==> src/rtl/clock_set_display_controller_core_defines.svh <==
// assertion macros for the clock set display controller
// used by files that include this header; needs clk and rst in scope
`ifndef CLOCK_SET_DISPLAY_CONTROLLER_CORE_DEFINES_SVH
`define CLOCK_SET_DISPLAY_CONTROLLER_CORE_DEFINES_SVH

// same-cycle implication
`define CSDC_ASSERT_NOW(label, ante, cons) \
  label: assert property (@(posedge clk) disable iff (rst) (ante) |-> (cons)) \
    else $error("csdc assertion failed");

// next-cycle implication
`define CSDC_ASSERT_NEXT(label, ante, cons) \
  label: assert property (@(posedge clk) disable iff (rst) (ante) |=> (cons)) \
    else $error("csdc assertion failed");

`endif

==> src/rtl/csdc_pkg.sv <==
// shared codes, segment patterns, display struct and glyph lookup
// no dependencies
package csdc_pkg;

  localparam logic [2:0] KIND_TICK   = 3'd0;
  localparam logic [2:0] KIND_SEC    = 3'd1;
  localparam logic [2:0] KIND_MIN_HR = 3'd2;
  localparam logic [2:0] KIND_NEXT   = 3'd3;
  localparam logic [2:0] KIND_EDIT   = 3'd4;

  localparam logic [2:0] MODE_SEC   = 3'd1;
  localparam logic [2:0] MODE_TIME  = 3'd2;
  localparam logic [2:0] MODE_WORDA = 3'd3;
  localparam logic [2:0] MODE_WORDC = 3'd4;

  localparam logic [2:0] DIGIT_NONE = 3'd0;
  localparam logic [2:0] DIGIT_MIN_LO = 3'd1;
  localparam logic [2:0] DIGIT_MIN_HI = 3'd2;
  localparam logic [2:0] DIGIT_HR_LO  = 3'd3;
  localparam logic [2:0] DIGIT_HR_HI  = 3'd4;

  localparam logic [2:0] REG_NONE = 3'd0;
  localparam logic [2:0] REG_MIN  = 3'd1;
  localparam logic [2:0] REG_HR   = 3'd2;

  localparam logic [7:0] LOCKOUT_RESET = 8'd128;

  localparam logic [7:0] SEG_DASH  = 8'hFD;
  localparam logic [7:0] SEG_CHR_X = 8'h91;
  localparam logic [7:0] SEG_CHR_E = 8'h61;
  localparam logic [7:0] SEG_CHR_L = 8'hE3;
  localparam logic [7:0] SEG_CHR_A = 8'h11;
  localparam logic [7:0] SEG_CHR_C = 8'h63;
  localparam logic [7:0] SEG_ZERO  = 8'h03;
  localparam logic [7:0] SEG_DP_MASK = 8'hFE;

  typedef struct packed {
    logic [2:0] mode;
    logic [2:0] edit_digit;
    logic [7:0] sec;
    logic [7:0] min;
    logic [7:0] hr;
  } disp_t;

  function automatic logic [7:0] glyph(input logic [3:0] nib);
    logic [7:0] g;
    case (nib)
      4'd0: g = SEG_ZERO;
      4'd1: g = 8'h9F;
      4'd2: g = 8'h25;
      4'd3: g = 8'h0D;
      4'd4: g = 8'h99;
      4'd5: g = 8'h49;
      4'd6: g = 8'h41;
      4'd7: g = 8'h1F;
      4'd8: g = 8'h01;
      4'd9: g = 8'h09;
      default: g = SEG_DASH;
    endcase
    return g;
  endfunction

endpackage

==> src/rtl/clock_set_display_controller_core.sv <==
// front panel of a four-digit bcd clock: button handling, lockout, set writes
// depends on csdc_pkg, csdc_seg_encode and the defines header
// a word accepted on s_* is registered in the input stage and then in the result stage before it appears on m_*
// throughput: one word per cycle while m_* is not stalled, set by the single-pass logic between the two stages
// both stages advance together; a stalled m_* side holds the result and backs up s_tready
// reset (rst, synchronous): mode 1, no edit digit, time cleared, no lockout, lockout_ticks 128
`include "clock_set_display_controller_core_defines.svh"

module clock_set_display_controller_core (
  input  logic        clk,
  input  logic        rst,
  input  logic        cfg_valid,
  output logic        cfg_ready,
  input  logic [7:0]  cfg_data,    // lockout_ticks
  input  logic        s_tvalid,
  output logic        s_tready,
  input  logic [23:0] s_tdata,     // seconds_byte, minutes_byte, hours_byte
  input  logic [2:0]  s_tuser,     // kind
  output logic        m_tvalid,
  input  logic        m_tready,
  output logic [47:0] m_tdata,     // seg_pos0..seg_pos3, write_reg, write_value, zero pad
  output logic [0:0]  m_tuser      // write_valid
);

  logic        in_valid;
  logic [2:0]  in_kind;
  logic [7:0]  in_sec;
  logic [7:0]  in_min;
  logic [7:0]  in_hr;
  logic        advance;

  logic [7:0]  lockout_ticks;
  logic [2:0]  display_mode;
  logic [2:0]  display_mode_next;
  logic [2:0]  edit_digit;
  logic [2:0]  edit_digit_next;
  logic [7:0]  seconds_value;
  logic [7:0]  seconds_value_next;
  logic [7:0]  minutes_value;
  logic [7:0]  minutes_value_next;
  logic [7:0]  hours_value;
  logic [7:0]  hours_value_next;
  logic        lockout_active;
  logic        lockout_active_next;
  logic [7:0]  lockout_count;
  logic [7:0]  lockout_count_next;
  logic [7:0]  count_inc;

  logic        wv_next;
  logic [2:0]  wreg_next;
  logic [7:0]  wval_next;
  logic [7:0]  bump;

  csdc_pkg::disp_t disp_next;
  logic [3:0][7:0] seg_next;

  logic        out_valid;
  logic [3:0][7:0] out_seg;
  logic        out_wv;
  logic [2:0]  out_wreg;
  logic [7:0]  out_wval;

  assign cfg_ready = 1'b1;
  assign advance   = in_valid && (!out_valid || m_tready);
  assign s_tready  = !in_valid || advance;

  // digit increment with bcd wrap
  always_comb begin
    case (edit_digit)
      csdc_pkg::DIGIT_MIN_LO:
        bump = (minutes_value[3:0] < 4'd9) ? minutes_value + 8'h01 : minutes_value & 8'hF0;
      csdc_pkg::DIGIT_MIN_HI:
        bump = (minutes_value[7:4] < 4'd5) ? minutes_value + 8'h10 : minutes_value & 8'h0F;
      csdc_pkg::DIGIT_HR_LO: begin
        if (hours_value[3:0] < 4'd3) bump = hours_value + 8'h01;
        else if (hours_value[7:4] == 4'd2) bump = hours_value & 8'hF0;
        else if (hours_value[3:0] < 4'd9) bump = hours_value + 8'h01;
        else bump = hours_value & 8'hF0;
      end
      default: begin
        if (hours_value[7:4] < 4'd1) bump = hours_value + 8'h10;
        else if (hours_value[3:0] > 4'd3) bump = hours_value & 8'h0F;
        else if (hours_value[7:4] < 4'd2) bump = hours_value + 8'h10;
        else bump = hours_value & 8'h0F;
      end
    endcase
  end

  always_comb begin
    display_mode_next   = display_mode;
    edit_digit_next     = edit_digit;
    seconds_value_next  = seconds_value;
    minutes_value_next  = minutes_value;
    hours_value_next    = hours_value;
    lockout_active_next = lockout_active;
    lockout_count_next  = lockout_count;
    wv_next   = 1'b0;
    wreg_next = csdc_pkg::REG_NONE;
    wval_next = 8'h00;
    count_inc = lockout_count + 8'd1;
    case (in_kind)
      csdc_pkg::KIND_TICK: begin
        if (lockout_active) begin
          if (count_inc == lockout_ticks) begin
            lockout_count_next  = 8'd0;
            lockout_active_next = 1'b0;
          end else begin
            lockout_count_next = count_inc;
          end
        end
      end
      csdc_pkg::KIND_SEC: seconds_value_next = in_sec;
      csdc_pkg::KIND_MIN_HR: begin
        minutes_value_next = in_min;
        hours_value_next   = in_hr;
      end
      csdc_pkg::KIND_NEXT: begin
        if (!lockout_active) begin
          if (edit_digit == csdc_pkg::DIGIT_NONE) begin
            display_mode_next = (display_mode inside {[csdc_pkg::MODE_SEC:csdc_pkg::MODE_WORDA]})
                                ? display_mode + 3'd1 : csdc_pkg::MODE_SEC;
          end else if (display_mode == csdc_pkg::MODE_TIME &&
                       edit_digit <= csdc_pkg::DIGIT_HR_HI) begin
            wv_next   = 1'b1;
            wreg_next = (edit_digit <= csdc_pkg::DIGIT_MIN_HI) ? csdc_pkg::REG_MIN
                                                                : csdc_pkg::REG_HR;
            wval_next = bump;
          end
          lockout_active_next = 1'b1;
          lockout_count_next  = 8'd0;
        end
      end
      csdc_pkg::KIND_EDIT: begin
        if (!lockout_active) begin
          if (display_mode == csdc_pkg::MODE_TIME) begin
            edit_digit_next = (edit_digit >= csdc_pkg::DIGIT_HR_HI) ? csdc_pkg::DIGIT_NONE
                                                                     : edit_digit + 3'd1;
          end
          lockout_active_next = 1'b1;
          lockout_count_next  = 8'd0;
        end
      end
      default: ;
    endcase
  end

  always_comb begin
    disp_next.mode       = display_mode_next;
    disp_next.edit_digit = edit_digit_next;
    disp_next.sec        = seconds_value_next;
    disp_next.min        = minutes_value_next;
    disp_next.hr         = hours_value_next;
  end

  csdc_seg_encode u_seg (
    .disp (disp_next),
    .seg  (seg_next)
  );

  always_ff @(posedge clk) begin
    if (rst) begin
      lockout_ticks <= csdc_pkg::LOCKOUT_RESET;
    end else if (cfg_valid && cfg_ready) begin
      lockout_ticks <= cfg_data;
    end
  end

  // input stage
  always_ff @(posedge clk) begin
    if (rst) begin
      in_valid <= 1'b0;
    end else if (s_tready) begin
      in_valid <= s_tvalid;
    end
  end

  always_ff @(posedge clk) begin
    if (s_tvalid && s_tready) begin
      in_kind <= s_tuser;
      in_sec  <= s_tdata[7:0];
      in_min  <= s_tdata[15:8];
      in_hr   <= s_tdata[23:16];
    end
  end

  // panel state
  always_ff @(posedge clk) begin
    if (rst) begin
      display_mode   <= csdc_pkg::MODE_SEC;
      edit_digit     <= csdc_pkg::DIGIT_NONE;
      seconds_value  <= 8'd0;
      minutes_value  <= 8'd0;
      hours_value    <= 8'd0;
      lockout_active <= 1'b0;
      lockout_count  <= 8'd0;
    end else if (advance) begin
      display_mode   <= display_mode_next;
      edit_digit     <= edit_digit_next;
      seconds_value  <= seconds_value_next;
      minutes_value  <= minutes_value_next;
      hours_value    <= hours_value_next;
      lockout_active <= lockout_active_next;
      lockout_count  <= lockout_count_next;
    end
  end

  // result stage
  always_ff @(posedge clk) begin
    if (rst) begin
      out_valid <= 1'b0;
    end else if (advance) begin
      out_valid <= 1'b1;
    end else if (m_tready) begin
      out_valid <= 1'b0;
    end
  end

  always_ff @(posedge clk) begin
    if (advance) begin
      out_seg  <= seg_next;
      out_wv   <= wv_next;
      out_wreg <= wreg_next;
      out_wval <= wval_next;
    end
  end

  assign m_tvalid = out_valid;
  assign m_tdata  = {5'd0, out_wval, out_wreg, out_seg[3], out_seg[2], out_seg[1], out_seg[0]};
  assign m_tuser  = out_wv;

  `CSDC_ASSERT_NOW(a_write_reg_known, out_valid && out_wv,
                   out_wreg == csdc_pkg::REG_MIN || out_wreg == csdc_pkg::REG_HR)
  `CSDC_ASSERT_NOW(a_count_only_locked, lockout_count != 8'd0, lockout_active)
  `CSDC_ASSERT_NOW(a_mode_range, 1'b1,
                   display_mode >= csdc_pkg::MODE_SEC && display_mode <= csdc_pkg::MODE_WORDC)
  `CSDC_ASSERT_NOW(a_digit_only_time, edit_digit != csdc_pkg::DIGIT_NONE,
                   display_mode == csdc_pkg::MODE_TIME && edit_digit <= csdc_pkg::DIGIT_HR_HI)
  `CSDC_ASSERT_NEXT(a_press_locks, advance && !lockout_active &&
                    (in_kind == csdc_pkg::KIND_NEXT || in_kind == csdc_pkg::KIND_EDIT),
                    lockout_active && lockout_count == 8'd0)

endmodule

==> src/rtl/csdc_seg_encode.sv <==
// seven-segment pattern selection for the four display positions
// depends on csdc_pkg
module csdc_seg_encode (
  input  csdc_pkg::disp_t   disp,
  output logic [3:0][7:0]   seg
);

  always_comb begin
    case (disp.mode)
      csdc_pkg::MODE_SEC: begin
        seg[0] = csdc_pkg::glyph(disp.sec[3:0]);
        seg[1] = csdc_pkg::glyph(disp.sec[7:4]);
        seg[2] = csdc_pkg::SEG_DASH;
        seg[3] = csdc_pkg::SEG_DASH;
      end
      csdc_pkg::MODE_TIME: begin
        seg[0] = csdc_pkg::glyph(disp.min[3:0]);
        seg[1] = csdc_pkg::glyph(disp.min[7:4]);
        seg[2] = csdc_pkg::glyph(disp.hr[3:0]);
        seg[3] = csdc_pkg::glyph(disp.hr[7:4]);
        // decimal point on the digit being edited
        for (int i = 0; i < 4; i++) begin
          if (disp.edit_digit == 3'(i + 1)) seg[i] = seg[i] & csdc_pkg::SEG_DP_MASK;
        end
      end
      csdc_pkg::MODE_WORDA: begin
        seg[0] = csdc_pkg::SEG_CHR_X;
        seg[1] = csdc_pkg::SEG_CHR_E;
        seg[2] = csdc_pkg::SEG_CHR_L;
        seg[3] = csdc_pkg::SEG_CHR_A;
      end
      csdc_pkg::MODE_WORDC: begin
        seg[0] = csdc_pkg::SEG_CHR_C;
        seg[1] = csdc_pkg::SEG_ZERO;
        seg[2] = csdc_pkg::SEG_CHR_L;
        seg[3] = csdc_pkg::SEG_CHR_C;
      end
      default: begin
        seg[0] = csdc_pkg::SEG_DASH;
        seg[1] = csdc_pkg::SEG_DASH;
        seg[2] = csdc_pkg::SEG_DASH;
        seg[3] = csdc_pkg::SEG_DASH;
      end
    endcase
  end

endmodule

==> config.mk <==
export PLATFORM = sky130hd
export DESIGN_NAME = clock_set_display_controller_core
export DESIGN_NICKNAME = d
export VERILOG_FILES = /design/src/rtl/csdc_pkg.sv /design/src/rtl/clock_set_display_controller_core.sv /design/src/rtl/csdc_seg_encode.sv
export VERILOG_INCLUDE_DIRS = /design/src /design/src/rtl
export SDC_FILE = /design/constraint.sdc
export NUM_CORES = 1
export LEC_CHECK = 0
export ABC_AREA = 1
export BUFFER_PORTS_ARGS = -buffer_cell sky130_fd_sc_hd__buf_2
export CAP_MARGIN = 20
export CELL_PAD_IN_SITES_DETAIL_PLACEMENT = 0
export CELL_PAD_IN_SITES_GLOBAL_PLACEMENT = 2
export CORE_AREA = 2 2 147 149
export CTS_CLUSTER_DIAMETER = 100
export DETAILED_ROUTE_END_ITERATION = 8
export DIE_AREA = 0 0 149 151
export MAX_ROUTING_LAYER = met4
export PLACE_DENSITY = 0.83
export SETUP_SLACK_MARGIN = 0.15
export SLEW_MARGIN = 0
export SYNTH_ARGS = -nofsm -noshare
export SYNTH_HDL_FRONTEND = slang
export SYNTH_HIERARCHICAL = 1
export SYNTH_SLANG_ARGS = --single-unit
==> constraint.sdc <==
create_clock -name clk -period 2.8 [get_ports clk]
set_input_delay 0.42 -clock clk [delete_from_list [all_inputs] [get_ports clk]]
set_output_delay 0.42 -clock clk [all_outputs]
set_load 0.02 [all_outputs]
==> flow_summary.json, run 1 <==
{
  "status": "finished clean",
  "total_power_mw": 5.040,
  "cts_made_buffers": 17,
  "die_x_um": 149,
  "synth_compound_area_share_pct": 13.69,
  "clk_latency_ns": 0.42,
  "seq_area_sq_um": 3083,
  "cap_viol_max_count": 0,
  "worst_hold_slack_ns": 0.1678,
  "hold_viol": 0,
  "io_pins": 92,
  "ys_seq_elements": 119,
  "synth_edf_count": 70,
  "final_util_pct": 40.59,
  "timing.critical_path.required_ns": 2.97,
  "leakagePower_nw": 3.808,
  "place_hpwl_mm": 12.99,
  "viasPerCell": 4.557,
  "grt_pass1_vias": 5520,
  "wl_mm": 17.49,
  "grt_setup_unrepaired": "false",
  "syn_avg_cell_area_sq_um": 8.001,
  "cp-start-kind": "flip-flop",
  "slew_headroom_pct": 65.61,
  "synth.distinct_cells": 45,
  "pwr_density_cell_nw_per_um2": 596.3,
  "dieHeight_um": 151,
  "hold_path_class": "input port to flip-flop",
  "drv_slew": 0,
  "die_area_sq_um": 22500,
  "drcViolationCount": 0,
  "grtUsageTotal_pct": 16.76,
  "core_sq_um": 20820,
  "period_needed_ns": 2.395,
  "fin_nets": 1078,
  "fmax_mhz": 417.5,
  "ys_async_sr_fraction_pct": 0,
  "ant_nets": 0,
  "cts_setup_buffers": 0,
  "multi_input_area_sq_um": 3282,
  "first_pass_iters": 5,
  "setup_viol": 0,
  "worst-setup-path-type": "flip-flop to flip-flop",
  "htreeDepth": 4,
  "synth_top_family_by_area": "simple AND/OR/NAND/NOR gates",
  "dp_cells": 1239,
  "final_area_sq_um": 8452,
  "drt-wirelength-per-cell_um": 13.76,
  "setup_ws_ns": 0.4050,
  "worst_pin_slew_ns": 0.5105,
  "ys_top_cells_by_area": "edfxtp_1 (30%), dfxtp_1 (14%), nand2_1 (9.9%)",
  "setup.worst_path.end_class": "flip-flop",
  "syn-cell-area_sq_um": 6993,
  "vias": 5792,
  "synth_xor_area_share_pct": 0.6262,
  "synthAdderAreaFrac_pct": 9.841,
  "grt_pass1_wl_mm": 28.32,
  "skew_ns": 0.006780,
  "vdd_drop_max_mv": 0.4064,
  "place.gp.congestion": 0.8408,
  "placed_area_sq_um": 7854,
  "placement_rows": 53,
  "synth_top_area_cell": "edfxtp_1",
  "arrival_ns": 2.56,
  "antennaDiodeCount": 0,
  "synth_top_area_share_pct": 30.06,
  "fin_cells": 1271,
  "cts_buffer_depth": 2,
  "grt_overflow": 0,
  "setup_tns_ns": 0,
  "synthSimpleGateAreaFrac_pct": 22.04,
  "detail_route.iter0.violations": 261,
  "finalCritPeriodShare_pct": 85.53,
  "port_buffers": 84,
  "grt_max_degree": 40,
  "synth.area.mux_share_pct": 0,
  "initial_core_util_pct": 33.58,
  "antenna_found_initial": 0,
  "path_cells": "inv_1 -> ha_1 -> nand2_1 -> nor3_4 -> nand3_1 -> o21ai_1 -> inv_2 -> nand3_2 -> inv_1 -> a21oi_4 -> nand2_1",
  "yosysWarnings": 6,
  "synth_cells": 874,
  "clk_pin_slew_worst_paths_ns": 0.06,
  "final_layout_size_suffix_gt1_share_pct": 18.07,
  "area_delta_synth_final_pct": 20.86,
  "cp_slowest_cell": "dfxtp_1",
  "slowest_delay_ns": 0.33,
  "cts_sinks": 119,
  "cts_tree": "done",
  "cts_root_buffer": "clkbuf_16",
  "crit_fanout": 6,
  "nFillCells": 2190,
  "ys.flop_type": "edfxtp_1",
  "ys_seq_area_share_pct": 44.09,
  "place_ws_ns": 0.1056
}
-- layout by cell type (no fill, tap or decap), types with 4 or more instances in the layout --
| cell type | count |
|---|---|
| ha_1 | 55 |
| o21bai_1 | 4 |
| conb_1 | 7 |
| inv_2 | 10 |
| nand3_1 | 56 |
| a21oi_1 | 85 |
| dfxtp_1 | 49 |
| xor2_1 | 4 |
| nand3_2 | 4 |
| buf_4 | 22 |
| nand2_2 | 5 |
| clkbuf_16 | 17 |
| clkinv_1 | 5 |
| buf_2 | 84 |
| inv_1 | 133 |
| o21ai_0 | 62 |
| nand2_1 | 184 |
| nand4_1 | 7 |
| a21oi_2 | 4 |
| nor2_1 | 72 |
| edfxtp_1 | 70 |
| clkinvlp_4 | 7 |
-- where the power goes --
part	leakage, nW	switching [mW]	internal (mW)
Sequential	1.04	0.0533	1.98
Clock	0.259	0.804	1.32
Combinational	2.51	0.594	0.295
-- worst max-delay path, delay by kind of cell (launching register included) --
kind	cells	cell delay [ns]
adders and majority gates	1	0.19
DFF	1	0.33
AOI/OAI and AO/OA	2	0.49
and+or+nand+nor	5	0.71
buffers and inverters	3	0.41
-- layout make-up --
type | count | share of cell area [%]
Clock buffer | 18 | 5.196
Clock inverter | 14 | 1.584
Inverter | 145 | 6.440
Multi-Input combinational cell | 592 | 38.83
Sequential cell | 119 | 36.48
Tap cell | 275 | 4.071
Timing Repair Buffer | 108 | 7.402
-- kinds of logic (layout without fill, tap and decap cells) --
logic type,Yosys count,count (layout)
flops,119,119
simple gates,348,348
other cells,2,7
compound gates,177,177
xor+xnor,5,5
buf+inv,168,285
fa+ha+maj,55,55
-- synthesized netlist by cell type (all sizes together) (3+ instances only) --
cell    number
ha          55
nor3         5
xor2         4
o21bai       5
a22oi        3
nor2        78
clkbuf       7
a21oi       90
o21ai       68
nand3       63
nand2      190
edfxtp      70
inv        143
nand4        7
buf         16
dfxtp       49
or2          3
-- flip-flops by register name, indices dropped and copies added (netlist names) --
register,count
in_hr,8
in_sec,8
out_wval,8
lockout_count,8
lockout_ticks,8
m_tdata,32
lockout_active,1
in_valid,1
display_mode,3
seconds_value,8
hours_value,8
in_kind,3
edit_digit,3
m_tuser,1
m_tvalid,1
in_min,8
minutes_value,8
out_wreg,2
-- path summary, 6_finish.rpt --
check | from | slack (ns) | to | cells past startpoint
worst max-delay path | edit_digit[1] | 0.41 | m_tdata[26] | 11
worst min-delay path | s_tdata[3] | 0.17 | in_sec[3] | 1
worst max register to register | edit_digit[1] | 0.41 | m_tdata[26] | 11
worst min register to register | lockout_ticks[4] | 0.47 | lockout_ticks[4] | 2
-- routing by layer --
metal  vias to the layer above  share of wire [%]  global-route usage (%)
li1                       3067                  -                       -
met1                      2595                 47                   20.77
met2                       114                 48                   27.65
met3                        16                4.2                   3.825
met4                         0                1.1                   4.619
met5                         -                  0                       -
-- repair_timing --
| action | in CTS | in global routing |
|---|---|---|
| setup endpoints to repair | 4 | 14 |
| hold buffers | 0 | 0 |
| pin swaps | 0 | 0 |
| resized for setup | 2 | 7 |
No activity file was read; power rests on OpenSTA's default activity.
==> run 2, diff against run 1 <==
--- a/config.mk
+++ b/config.mk
@@ -6,17 +6,16 @@
 export SDC_FILE = /design/constraint.sdc
 export NUM_CORES = 1
 export LEC_CHECK = 0
-export ABC_AREA = 1
 export BUFFER_PORTS_ARGS = -buffer_cell sky130_fd_sc_hd__buf_2
 export CAP_MARGIN = 20
 export CELL_PAD_IN_SITES_DETAIL_PLACEMENT = 0
 export CELL_PAD_IN_SITES_GLOBAL_PLACEMENT = 2
-export CORE_AREA = 2 2 147 149
+export CORE_AREA = 2 2 148 150
 export CTS_CLUSTER_DIAMETER = 100
 export DETAILED_ROUTE_END_ITERATION = 8
-export DIE_AREA = 0 0 149 151
+export DIE_AREA = 0 0 150 152
 export MAX_ROUTING_LAYER = met4
-export PLACE_DENSITY = 0.83
+export PLACE_DENSITY = 0.76
 export SETUP_SLACK_MARGIN = 0.15
 export SLEW_MARGIN = 0
 export SYNTH_ARGS = -nofsm -noshare
==> constraint.sdc (replaced) <==
create_clock -name clk -period 2.8 [get_ports clk]
set_input_delay 0.56 -clock clk [delete_from_list [all_inputs] [get_ports clk]]
set_output_delay 0.56 -clock clk [all_outputs]
set_load 0.02 [all_outputs]
==> run 2 against run 1 <==
Effect of this change: critical path depth fell by 1; via count fell by 6.7%; combinational power fell by 6.7%; clock power rose by 4%; worst hold slack improved by 0.14 ns; die area rose by 1.3%; clock-buffer cell count rose by 1; core utilization fell by 2.0 points; largest cell class unchanged.
==> flow_summary.json, run 2 <==
{
  "nFillCells": 2172,
  "cpLargestDelayFamily": "compound AO/OA/AOI/OAI gates",
  "crit_fanout": 6,
  "ant_nets": 0,
  "place.gp.congestion": 0.8354,
  "die_area_sq_um": 22800,
  "arrival_ns": 2.61,
  "synth_cells": 701,
  "htreeDepth": 4,
  "cp-endpoint": "m_tdata[10]",
  "worst-r2r-setup-slack_ns": 0.33,
  "startpoint": "in_kind[0]",
  "port_buffers": 84,
  "synth_xor_area_share_pct": 1.824,
  "synth.distinct_cells": 53,
  "hold_path_class": "input port to flip-flop",
  "drt-wirelength-per-cell_um": 15.92,
  "r2r-end": "m_tdata[10]",
  "critPathBufInv": 3,
  "placement_rows": 54,
  "ys_async_sr_fraction_pct": 0,
  "first_pass_iters": 5,
  "status": "finished clean",
  "final_util_pct": 38.64,
  "place_hpwl_mm": 12.42,
  "grt_max_degree": 65,
  "worstReg2RegStart": "in_kind[0]",
  "timing.critical_path.required_ns": 2.94,
  "setup_viol": 0,
  "path_cells": "and4bb_2 -> nand2_2 -> a211o_1 -> o21ai_0 -> buf_4 -> buf_4 -> nor3b_2 -> buf_4 -> o21ai_1 -> o221ai_1",
  "antennaDiodeCount": 0,
  "fin_nets": 899,
  "area_delta_synth_final_pct": 22.71,
  "ys_seq_elements": 119,
  "yosysMostFrequentCell": "nor2_1",
  "grtUsageTotal_pct": 16.08,
  "path_common_cell": "buf_4",
  "placed_area_sq_um": 7536,
  "clk_latency_ns": 0.42,
  "period_needed_ns": 2.465,
  "synth.area.mux_share_pct": 4.001,
  "ys_top_cells_by_area": "edfxtp_1 (31%), dfxtp_1 (15%), ha_1 (10%)",
  "core_sq_um": 21350,
  "cp_slowest_cell": "edfxtp_1",
  "die_x_um": 150,
  "grt_pass1_wl_mm": 27.88,
  "cts_buffer_depth": 2,
  "wl_mm": 17.47,
  "drv_slew": 0,
  "vdd_drop_max_mv": 0.4257,
  "ys_seq_area_share_pct": 45.86,
  "syn_avg_cell_area_sq_um": 9.590,
  "dieHeight_um": 152,
  "cp-start-kind": "flip-flop",
  "syn-cell-area_sq_um": 6723,
  "ys.flop_type": "edfxtp_1",
  "leakagePower_nw": 3.262,
  "hold_viol": 0,
  "cts_made_buffers": 17,
  "vias": 5404,
  "grt_setup_unrepaired": "true",
  "synth_top_family_by_area": "simple AND/OR/NAND/NOR gates",
  "detail_route.iter0.violations": 361,
  "yosysWarnings": 6,
  "viasPerCell": 4.926,
  "cts_root_buffer": "clkbuf_16",
  "grt_pass1_vias": 5224,
  "reg2regPathDepth": 10,
  "drcViolationCount": 0,
  "finalCritPeriodShare_pct": 88.05,
  "synth_compound_area_share_pct": 16.08,
  "synth_edf_count": 70,
  "final_common_cell": "nor2_1",
  "cts_sinks": 119,
  "synthSimpleGateAreaFrac_pct": 16.58,
  "setup_tns_ns": 0,
  "ys_top_cells_by_count": "nor2_1 (94), edfxtp_1 (70), ha_1 (55)",
  "slew_headroom_pct": 60.39,
  "grt_overflow": 0,
  "largest_register_ffs": 32,
  "cap_viol_max_count": 0,
  "io_pins": 92,
  "initial_core_util_pct": 31.49,
  "antenna_found_initial": 0,
  "final_layout_size_suffix_gt1_share_pct": 22.77,
  "final_area_sq_um": 8249,
  "critical_path_depth": 10,
  "synth_top_area_share_pct": 31.27,
  "worst_pin_slew_ns": 0.5880,
  "synthAdderAreaFrac_pct": 10.24,
  "slowest_delay_ns": 0.45,
  "worst-setup-path-type": "flip-flop to flip-flop",
  "clk_pin_slew_worst_paths_ns": 0.06,
  "layout_common_cells": "nor2_1 (94), buf_2 (85), edfxtp_1 (70), ha_1 (55), a21oi_1 (51)",
  "cts_tree": "done",
  "synth_top_area_cell": "edfxtp_1",
  "setup.worst_path.end_class": "flip-flop",
  "pwr_density_cell_nw_per_um2": 615.5,
  "skew_ns": 0.01058,
  "fmax_mhz": 405.6
}
-- run 2: cell count changes after synthesis, moves of 12 or more --
| cell | change |
|---|---|
| nand2_1 | -139 |
| inv_1 | -90 |
| nand3_1 | -43 |
| a21oi_1 | -36 |
| o21ai_0 | -28 |
| nor3_1 | +24 |
| nor2_1 | +22 |
| clkbuf_1 | +21 |
| nand2b_1 | +18 |
| a211oi_1 | +17 |
| mux2_2 | +15 |
| nor2b_1 | +13 |
| o221ai_1 | +12 |
-- run 2: logic make-up after synthesis --
kind of cell	Yosys count
DFF	119
other	2
muxes	25
and+or+nand+nor	235
AOI/OAI and AO/OA	167
xor gates and xnor gates	14
adders and majority gates	55
buffers and inverters	84
-- run 2: how the worst min path moves through the flow --
stage / startpoint / to / slack [ns] / cells past startpoint
final: s_tdata[4] / in_sec[4] / 0.31 / 1
after global routing: s_tdata[2] / in_sec[2] / 0.29 / 1
after CTS: s_tdata[4] / in_sec[4] / 0.29 / 1
after detailed placement: seconds_value[0] / seconds_value[0] / 0.49 / 2
after global placement: seconds_value[3] / seconds_value[3] / 0.48 / 2
after floorplan: seconds_value[2] / seconds_value[2] / 0.47 / 2
-- run 2: layout make-up --
cell class | count | area (sq um) | area share [%]
multi-input cells | 503 | 3351 | 40.62
flip-flops and latches | 119 | 3085 | 37.40
repair buffers | 119 | 708.2 | 8.585
clock buffers | 19 | 432.9 | 5.248
well taps | 280 | 350.3 | 4.247
inverters | 44 | 165.2 | 2.002
clock inverters | 13 | 156.4 | 1.896
-- run 2: worst reg2reg max path, stage by stage (launching register included) --
cell and delay [ns]:
edfxtp_1 0.45, and4bb_2 0.30, nand2_2 0.09, a211o_1 0.28, o21ai_0 0.15, buf_4 0.17
buf_4 0.13, nor3b_2 0.04, buf_4 0.16, o21ai_1 0.21, o221ai_1 0.20
-- run 2: layer usage --
metal	vias up	share of wire [%]	global-route usage, %
met4	0	1.2	4.672
li1	2686	-	-
met1	2573	48	21.16
met2	125	46	25.07
met3	20	4.2	3.243
met5	-	0	-
-- run 2: power breakdown --
part	internal, mW	switching (mW)
clock	1.39	0.816
combinational	0.318	0.511
sequential	1.98	0.0636
total	3.69	1.39
-- run 2: timing repair --
item	in CTS	in global routing
pin swaps	0	2
hold buffers	0	0
resized for setup	2	25
buffers inserted	0	7
setup endpoints to repair	16	29
cloned	0	1
-- run 2: stage by stage --
step                std cells  worst slack [ns]  hold slack [ns]  power [mW]
floorplan                 706            0.1716           0.4723       2.610
global placement         1057            0.1255           0.4797       2.861
detailed placement       1057           0.06883           0.4881       2.868
CTS                      1089            0.1427           0.2930       5.102
global route             1097            0.1272           0.2940       5.308
finish                   1097            0.3346           0.3104       5.077
